`config.mk`:
```
export PLATFORM = sky130hd
export DESIGN_NAME = arp_responder_with_cache
export DESIGN_NICKNAME = d
export VERILOG_FILES = /design/src/rtl/arpc_pkg.sv /design/src/rtl/arpc_ram.sv /design/src/rtl/arpc_scan.sv /design/src/rtl/arp_responder_with_cache.sv
export SDC_FILE = /design/constraint.sdc
export NUM_CORES = 2
export LEC_CHECK = 0
export ABC_AREA = 1
export BUFFER_PORTS_ARGS = -buffer_cell sky130_fd_sc_hd__buf_4
export CORE_MARGIN = 2
export CORE_UTILIZATION = 50
export DETAILED_ROUTE_END_ITERATION = 12
export GPL_ROUTABILITY_DRIVEN = 0
export PLACE_DENSITY = 0.72
export SYNTH_ARGS = -nofsm -noshare
export SYNTH_HDL_FRONTEND = slang
export SYNTH_SLANG_ARGS = --single-unit
```
`constraint.sdc`:
```
create_clock -name clk -period 14.1 [get_ports clk]
set_input_delay 2.115 -clock clk [delete_from_list [all_inputs] [get_ports clk]]
set_output_delay 2.115 -clock clk [all_outputs]
set_load 0.05 [all_outputs]
```
`src/rtl/arpc_pkg.sv`:
```
// shared types and constants of the arp responder with ip-to-mac cache
// no dependencies; imported by arpc_scan, the top level and arpc_checker
package arpc_pkg;

  localparam int CACHE_ENTRIES = 8;
  localparam int IDX_W = (CACHE_ENTRIES > 1) ? $clog2(CACHE_ENTRIES) : 1;
  localparam int IP_W = 32;
  localparam int MAC_W = 48;
  localparam int ENTRY_W = IP_W + MAC_W;

  localparam int CFG_IDX_W = 1;
  localparam int CFG_DATA_W = 48;
  localparam logic [CFG_IDX_W-1:0] CFG_LOCAL_IP = 1'b0;
  localparam logic [CFG_IDX_W-1:0] CFG_LOCAL_MAC = 1'b1;

  localparam logic [10:0] MIN_ARP_BYTES = 11'd28;
  localparam logic [15:0] HW_ETHERNET = 16'h0001;
  localparam logic [15:0] PROTO_IPV4 = 16'h0800;
  localparam logic [7:0] HW_ADDR_LEN = 8'd6;
  localparam logic [7:0] PROTO_ADDR_LEN = 8'd4;
  localparam logic [15:0] OPC_REQUEST = 16'h0001;
  localparam logic [15:0] OPC_REPLY = 16'h0002;
  localparam logic [IP_W-1:0] IP_BROADCAST = 32'hFFFF_FFFF;
  localparam logic [MAC_W-1:0] MAC_BROADCAST = 48'hFFFF_FFFF_FFFF;

  localparam logic KIND_PACKET = 1'b0;
  localparam logic KIND_QUERY = 1'b1;

  typedef enum logic [2:0] {
    OUTC_DROPPED = 3'd0,
    OUTC_CACHED  = 3'd1,
    OUTC_REPLY   = 3'd2,
    OUTC_HIT     = 3'd3,
    OUTC_MISS    = 3'd4
  } outcome_t;

  typedef enum logic [1:0] {
    SEND_NONE    = 2'd0,
    SEND_REQUEST = 2'd1,
    SEND_REPLY   = 2'd2
  } send_op_t;

  typedef struct packed {
    logic             kind;
    logic [10:0]      frame_length;
    logic [15:0]      hardware_type;
    logic [15:0]      protocol_type;
    logic [7:0]       hardware_length;
    logic [7:0]       protocol_length;
    logic [15:0]      operation;
    logic [MAC_W-1:0] sender_hw_address;
    logic [IP_W-1:0]  sender_proto_address;
    logic [IP_W-1:0]  target_proto_address;
    logic [IP_W-1:0]  query_address;
  } in_t;

  typedef struct packed {
    outcome_t         outcome;
    logic [MAC_W-1:0] resolved_mac;
    send_op_t         out_operation;
    logic [MAC_W-1:0] out_sender_hw;
    logic [IP_W-1:0]  out_sender_proto;
    logic [MAC_W-1:0] out_target_hw;
    logic [IP_W-1:0]  out_target_proto;
    logic [MAC_W-1:0] frame_destination;
  } out_t;

  // request from the top level to the cache scanner
  typedef struct packed {
    logic             go;
    logic             insert;
    logic [IP_W-1:0]  key_ip;
    logic [MAC_W-1:0] wr_mac;
  } scan_req_t;

  typedef struct packed {
    logic             done;
    logic             hit;
    logic [MAC_W-1:0] mac;
  } scan_res_t;

endpackage

```
`src/rtl/arpc_ram.sv`:
```
// generic single-write, single-read synchronous ram, registered read data
// no dependencies
module arpc_ram #(
  parameter int DEPTH = 8,
  parameter int WIDTH = 80,
  parameter int AW = (DEPTH > 1) ? $clog2(DEPTH) : 1
) (
  input  logic             clk,
  input  logic             we,
  input  logic [AW-1:0]    waddr,
  input  logic [WIDTH-1:0] wdata,
  input  logic             re,
  input  logic [AW-1:0]    raddr,
  output logic [WIDTH-1:0] rdata
);

  logic [WIDTH-1:0] mem [DEPTH];

  always_ff @(posedge clk) begin
    if (we) begin
      mem[waddr] <= wdata;
    end
  end

  always_ff @(posedge clk) begin
    if (re) begin
      rdata <= mem[raddr];
    end
  end

endmodule

```
`src/rtl/arpc_scan.sv`:
```
// cache scanner: walks the ip/mac ram one entry per read, finds a match or a
// free slot, then writes back the sender if req.insert is set; valid bits and
// victim pointer live here; depends on arpc_pkg and arpc_ram
module arpc_scan
  import arpc_pkg::*;
(
  input  logic      clk,
  input  logic      rst_n,
  input  scan_req_t req,
  output scan_res_t res,
  output logic      busy
);

  typedef enum logic [3:0] {
    S_IDLE = 4'b0001,
    S_READ = 4'b0010,
    S_CMP  = 4'b0100,
    S_FIN  = 4'b1000
  } state_t;

  localparam logic [IDX_W-1:0] LAST_IDX = IDX_W'(CACHE_ENTRIES - 1);

  state_t state_r, state_nxt;
  logic [IDX_W-1:0] idx_r, idx_nxt;
  logic hit_r, hit_nxt;
  logic [IDX_W-1:0] hit_idx_r, hit_idx_nxt;
  logic free_ok_r, free_ok_nxt;
  logic [IDX_W-1:0] free_idx_r, free_idx_nxt;
  logic [MAC_W-1:0] mac_r, mac_nxt;
  logic [CACHE_ENTRIES-1:0] valid_r;
  logic [IDX_W-1:0] victim_r;

  logic [ENTRY_W-1:0] rd_data;
  logic [IP_W-1:0] entry_ip;
  logic [MAC_W-1:0] entry_mac;
  logic cmp_hit;
  logic wr_en;
  logic [IDX_W-1:0] slot;

  assign entry_ip = rd_data[ENTRY_W-1:MAC_W];
  assign entry_mac = rd_data[MAC_W-1:0];
  assign cmp_hit = valid_r[idx_r] && (entry_ip == req.key_ip);

  // update in place, else lowest free slot, else round-robin victim
  assign slot = hit_r ? hit_idx_r : (free_ok_r ? free_idx_r : victim_r);
  assign wr_en = (state_r == S_FIN) && req.insert;

  arpc_ram #(
    .DEPTH (CACHE_ENTRIES),
    .WIDTH (ENTRY_W),
    .AW    (IDX_W)
  ) u_ram (
    .clk   (clk),
    .we    (wr_en),
    .waddr (slot),
    .wdata ({req.key_ip, req.wr_mac}),
    .re    (state_r == S_READ),
    .raddr (idx_r),
    .rdata (rd_data)
  );

  always_comb begin
    state_nxt = state_r;
    idx_nxt = idx_r;
    hit_nxt = hit_r;
    hit_idx_nxt = hit_idx_r;
    free_ok_nxt = free_ok_r;
    free_idx_nxt = free_idx_r;
    mac_nxt = mac_r;
    case (state_r)
      S_IDLE: begin
        if (req.go) begin
          idx_nxt = '0;
          hit_nxt = 1'b0;
          free_ok_nxt = 1'b0;
          state_nxt = S_READ;
        end
      end
      S_READ: begin
        state_nxt = S_CMP;
      end
      S_CMP: begin
        if (cmp_hit) begin
          hit_nxt = 1'b1;
          hit_idx_nxt = idx_r;
          mac_nxt = entry_mac;
          state_nxt = S_FIN;
        end else begin
          if (!valid_r[idx_r] && !free_ok_r) begin
            free_ok_nxt = 1'b1;
            free_idx_nxt = idx_r;
          end
          if (idx_r == LAST_IDX) begin
            state_nxt = S_FIN;
          end else begin
            idx_nxt = idx_r + 1'b1;
            state_nxt = S_READ;
          end
        end
      end
      S_FIN: begin
        state_nxt = S_IDLE;
      end
      default: begin
        state_nxt = S_IDLE;
      end
    endcase
  end

  always_ff @(posedge clk) begin
    if (!rst_n) begin
      state_r <= S_IDLE;
      valid_r <= '0;
      victim_r <= '0;
    end else begin
      state_r <= state_nxt;
      if (wr_en) begin
        valid_r[slot] <= 1'b1;
        if (!hit_r && !free_ok_r) begin
          victim_r <= (victim_r == LAST_IDX) ? '0 : victim_r + 1'b1;
        end
      end
    end
  end

  always_ff @(posedge clk) begin
    idx_r <= idx_nxt;
    hit_r <= hit_nxt;
    hit_idx_r <= hit_idx_nxt;
    free_ok_r <= free_ok_nxt;
    free_idx_r <= free_idx_nxt;
    mac_r <= mac_nxt;
  end

  assign res.done = (state_r == S_FIN);
  assign res.hit = hit_r;
  assign res.mac = mac_r;
  assign busy = (state_r != S_IDLE);

endmodule

```
`src/rtl/arp_responder_with_cache.sv`:
```
// top level of the arp responder: local address registers, request checks,
// result formatting; depends on arpc_pkg and arpc_scan
//
//  channel | ports                          | handshake
//  --------+--------------------------------+------------------------------------
//  input   | start, busy, in_item           | taken when start high and busy low
//  result  | out_valid, out_item            | one-cycle strobe, always taken
//  config  | cfg_we, cfg_index, cfg_wdata   | written on any edge with cfg_we high
//
// a dropped packet or a broadcast query gives its result through fast_r and
// out_valid_r; anything else scans the cache ram, reading and then comparing
// each entry in turn, and stops at the first match or after the last entry.
// one request is in flight at a time; busy stays high until the result strobe.
// reset clears the valid bits, victim pointer and local addresses at once.
// the receiver cannot stall: every result is shown for exactly one cycle.
module arp_responder_with_cache
  import arpc_pkg::*;
(
  input  logic                 clk,
  input  logic                 rst_n,
  input  logic                 start,
  output logic                 busy,
  input  in_t                  in_item,
  output logic                 out_valid,
  output out_t                 out_item,
  input  logic                 cfg_we,
  input  logic [CFG_IDX_W-1:0] cfg_index,
  input  logic [CFG_DATA_W-1:0] cfg_wdata
);

  function automatic logic pkt_ok(input in_t it);
    return (it.frame_length >= MIN_ARP_BYTES) && (it.hardware_type == HW_ETHERNET) &&
           (it.protocol_type == PROTO_IPV4) && (it.hardware_length == HW_ADDR_LEN) &&
           (it.protocol_length == PROTO_ADDR_LEN);
  endfunction

  logic [IP_W-1:0] local_ip_r;
  logic [MAC_W-1:0] local_mac_r;
  in_t item_r;
  logic fast_r;
  logic out_valid_r;
  out_t out_r;
  out_t fmt;

  logic accept;
  logic need_scan;
  logic scan_busy;
  scan_req_t req;
  scan_res_t res;

  assign accept = start && !busy;
  assign need_scan = (in_item.kind == KIND_QUERY) ? (in_item.query_address != IP_BROADCAST)
                                                  : pkt_ok(in_item);

  assign req.go = accept && need_scan;
  assign req.insert = (item_r.kind == KIND_PACKET);
  assign req.key_ip = (item_r.kind == KIND_QUERY) ? item_r.query_address
                                                  : item_r.sender_proto_address;
  assign req.wr_mac = item_r.sender_hw_address;

  arpc_scan u_scan (
    .clk   (clk),
    .rst_n (rst_n),
    .req   (req),
    .res   (res),
    .busy  (scan_busy)
  );

  assign busy = fast_r || scan_busy;

  always_ff @(posedge clk) begin
    if (!rst_n) begin
      local_ip_r <= '0;
      local_mac_r <= '0;
    end else if (cfg_we) begin
      case (cfg_index)
        CFG_LOCAL_IP:  local_ip_r <= cfg_wdata[IP_W-1:0];
        CFG_LOCAL_MAC: local_mac_r <= cfg_wdata[MAC_W-1:0];
        default: ;
      endcase
    end
  end

  always_ff @(posedge clk) begin
    if (accept) begin
      item_r <= in_item;
    end
  end

  always_comb begin
    fmt = '0;
    if (item_r.kind == KIND_QUERY) begin
      if (item_r.query_address == IP_BROADCAST) begin
        fmt.outcome = OUTC_HIT;
        fmt.resolved_mac = MAC_BROADCAST;
      end else if (res.hit) begin
        fmt.outcome = OUTC_HIT;
        fmt.resolved_mac = res.mac;
      end else begin
        fmt.outcome = OUTC_MISS;
        fmt.out_operation = SEND_REQUEST;
        fmt.out_sender_hw = local_mac_r;
        fmt.out_sender_proto = local_ip_r;
        fmt.out_target_proto = item_r.query_address;
        fmt.frame_destination = MAC_BROADCAST;
      end
    end else if (pkt_ok(item_r)) begin
      fmt.outcome = OUTC_CACHED;
      if ((item_r.operation == OPC_REQUEST) &&
          (item_r.target_proto_address == local_ip_r)) begin
        fmt.outcome = OUTC_REPLY;
        fmt.out_operation = SEND_REPLY;
        fmt.out_sender_hw = local_mac_r;
        fmt.out_sender_proto = local_ip_r;
        fmt.out_target_hw = item_r.sender_hw_address;
        fmt.out_target_proto = item_r.sender_proto_address;
        fmt.frame_destination = item_r.sender_hw_address;
      end
    end
  end

  always_ff @(posedge clk) begin
    if (!rst_n) begin
      fast_r <= 1'b0;
      out_valid_r <= 1'b0;
    end else begin
      fast_r <= accept && !need_scan;
      out_valid_r <= fast_r || res.done;
    end
  end

  always_ff @(posedge clk) begin
    if (fast_r || res.done) begin
      out_r <= fmt;
    end
  end

  assign out_valid = out_valid_r;
  assign out_item = out_r;

endmodule

```
==> metrics.md <==
| Metric | Value |
|---|---|
| CP max FO | 55 |
| PwrDens | 144 mW/mm2 |
| Startpoint types | flip-flop |
| FF-to-FF End | out_item[39]$_DFFE_PP_ |
| Count of pins over their slew limit | 0 |
| Via count | 32.2k |
| Fill count | 7891 |
| H-tree levels | 4 |
| Worst-skew pair later-pin latency | 0.75 ns |
| Slew @ Worst Pin | 1.34 ns |
| Postcts setup bufs | 0 |
| Gate Count Post-Synth | 3873 |
| Crit. End Element | flip-flop |
| Initial Utilization | 50.2% |
| Die height | 326 um |
| # DRC | 0 |
| Area growth syn-to-layout | 18.3% |
| Crit Reg-Reg Startpoint | item_r[3]$_DFFE_PP_ |
| Worst-path cell with the longest stage delay | buf_4 |
| Die ar. | 0.106 mm2 |
| Most frequent cell after synthesis | edfxtp_1 |
| CTS root buf | clkbuf_16 |
| Final setup fails | 0 |
| GRT Total Usage | 23.9% |
| Top FF cell, synth | edfxtp_1 |
| Grt ovf | 0 |
| Worst Path Required | 14.54 ns |
| Fin util | 59.4% |
| Final net count | 4650 |
| Die width | 326 um |
| Final WL | 129000 um |
| Post-DP HPWL | 75600 um |
| Sink Count | 1354 |
| Vias in the first global route | 31.1k |
| Status | complete, no violations |
| CTS tree | built |
| Reg2reg path depth | 10 |
| Syn nets | 4150 |
| Slew margin rel. | 10.4% |
| Hold crit path type | flip-flop to flip-flop |
| Yosys warning count | 0 |
| Port bufs | 533 |
| Vias per inst | 5.48 |
| 1st-iter DRT viols | 3411 |
| Total Power | 8.80 mW |
| Hold WS | 0.398 ns |
| Worst setup path startpoint | item_r[3]$_DFFE_PP_ |
| CP Cell Sequence | nand4_1 -> nor4_1 -> nand2_2 -> buf_4 -> nand2_2 -> nor2_1 -> inv_8 -> buf_4 -> buf_4 -> o21ai_0 |
| Design area | 0.0613 mm2 |
| Hold Path Depth | 0 |
| FFs w/ async S/R, synth | 0% |
| Max Fclk | 0.189 GHz |
| # IOs | 536 |
| CP arrival | 5.73 ns |
| Placeable Area | 0.103 mm2 |
| Max Clock Skew | 0.0306 ns |
| Leak pwr | 21.7 nW |
| RSZ-0062 raised after global routing | no |
| Mapped Avg Cell Area | 13.4 um2 |
| FF+latch count, synth | 1354 |
| Peak per-stage delay on the critical path | 0.91 ns |
| Clock-pin slew on the worst setup and hold paths | 0.06 ns |
| Period utilisation layout | 37.5% |
| Num rows | 118 |
| Post-synth top area share | 72.8% |
| Final ANT Viol Nets | 0 |
| Unique masters post-synth | 43 |
| Gates resized, CTS repair | 0 |
| Yosys top cell by area | edfxtp_1 |
| Post-Place Cell Area | 0.0569 mm2 |
| Initial antenna violation count | 6 |
| Pin count of the biggest net entering global routing | 157 |
| Sequential area share after synthesis | 76.6% |
| Final min period | 5.29 ns |
| Post-Syn Area | 0.0518 mm2 |
| DRT Pass-1 Iters | 6 |
| Hold Violations, Final | 0 |
| CTS hold repair buffers | 0 |
| R2R setup slack | 8.81 ns |
| Inserted Clock Buffers | 139 |
| CP dominant cell by count | buf_4 |
| CP endpoint | out_item[39]$_DFFE_PP_ |
| Top cells by count, synth | 1257 x edfxtp_1, 767 x nor2_1, 423 x o21ai_0 |
| Area contributors post-synth | edfxtp_1 73%, nor2_1 5.6%, o21ai_0 4.1% |
| WL/cell | 22.0 um |
| Layout cells sized above 1 | 20.8% |
| Max-cap viol count | 0 |
| Setup TNS Final | 0 ns |
| Worst Setup Path Type | flip-flop to flip-flop |
| Peak VDD IR | 0.000117 V |
| First-pass GRT wire length | 191000 um |
| Hold path startpoint | u_scan.u_ram.rdata[13]$_DFFE_PP_ |
| Post-synth EDFFs | 1257 |
| Worst-case clock buffer depth | 3 |
## routing by layer
metal | vias to the layer above | global-route usage (%) | wire, um
met5 | - | 0 | 0
met4 | 0 | 9.14 | 3920
met3 | 217 | 4.58 | 10000
met2 | 1369 | 38.5 | 62700
met1 | 15738 | 32.4 | 52700
li1 | 14853 | - | -
## cells by family (layout without fill, tap and decap cells)
family	count (synthesis)	after routing	share of synthesized area (%)
flip-flops	1354	1354	76.6
adder cells (fa/ha/maj)	4	4	0.0965
other	0	5	0
XOR/XNOR	19	19	0.321
AO/OA/AOI/OAI	875	875	10.0
buffers and inverters	431	1042	3.78
AND/OR/NAND/NOR	1190	1190	9.21
## per-stage QoR
| step | std cells | setup slack, ns |
|---|---|---|
| detailed placement | 5612 | 8.85 |
| floorplan | 3873 | 6.44 |
| CTS | 5864 | 8.85 |
| global route | 5868 | 8.66 |
| finish | 5869 | 8.81 |
| global placement | 5612 | 8.90 |
## placed cells by master (no fill, tap or decap), types with 4 or more instances in the layout
| cell | count |
|---|---|
| inv_6 | 4 |
| bufinv_16 | 10 |
| o21ai_2 | 40 |
| clkinv_8 | 4 |
| clkbuf_1 | 35 |
| ha_1 | 4 |
| nand4_1 | 28 |
| edfxtp_1 | 1257 |
| dfxtp_1 | 97 |
| buf_4 | 570 |
| nand2_1 | 303 |
| o21ai_0 | 423 |
| clkbuf_16 | 145 |
| a21oi_1 | 132 |
| nor2_4 | 9 |
| clkinv_1 | 26 |
| nor4_1 | 19 |
| nor3_1 | 4 |
| nor2_1 | 758 |
| xnor2_1 | 5 |
| clkinv_2 | 26 |
| o22ai_1 | 83 |
| xor2_1 | 14 |
| nand3b_1 | 29 |
| a21oi_2 | 79 |
| o21bai_2 | 21 |
| a31oi_1 | 80 |
| nand3_1 | 21 |
| diode_2 | 5 |
| inv_1 | 208 |
| o21bai_1 | 10 |
## critical path: cells and delay by family, from the launching register on
family | cells | cell delay (ns)
simple gates | 5 | 1.95
buf+inv | 4 | 2.26
compound gates | 1 | 0.22
flops | 1 | 0.36
## worst min-delay path by stage
stage,endpoint,slack (ns)
3_5_place_dp,u_scan.mac_r[28]$_DFFE_PP_,0.40
2_1_floorplan,u_scan.mac_r[0]$_DFFE_PP_,0.40
6_report,u_scan.mac_r[13]$_DFFE_PP_,0.40
4_1_cts,u_scan.mac_r[13]$_DFFE_PP_,0.39
5_1_grt,u_scan.mac_r[13]$_DFFE_PP_,0.40
3_3_place_gp,u_scan.mac_r[28]$_DFFE_PP_,0.40
## flip-flops by register name, summed over array words and instances, names as in the netlist, 4 cells and up
| register | flops |
|---|---|
| u_scan.state_r | 4 |
| item_r | 218 |
| local_mac_r | 48 |
| u_scan.mac_r | 48 |
| u_scan.u_ram.mem | 640 |
| local_ip_r | 32 |
| u_scan.u_ram.rdata | 80 |
| out_item | 260 |
| u_scan.valid_r | 8 |
## report_power, final
group	switching, mW	internal, mW
sequential	0.0667	4.54
combinational	0.442	0.177
clock	1.49	2.08
## layout make-up
type / instances / area [um2] / share of cell area, %
flip-flops and latches: 1354 / 39700 / 64.7
multi-input cells: 2088 / 10300 / 16.8
repair buffers: 572 / 4320 / 7.05
clock buffers: 182 / 3790 / 6.18
well taps: 1380 / 1730 / 2.82
inverters: 218 / 853 / 1.39
clock inverters: 70 / 631 / 1.03
diodes: 5 / 12.5 / 0.0204
Note: power is estimated with default switching activity, not from simulation.
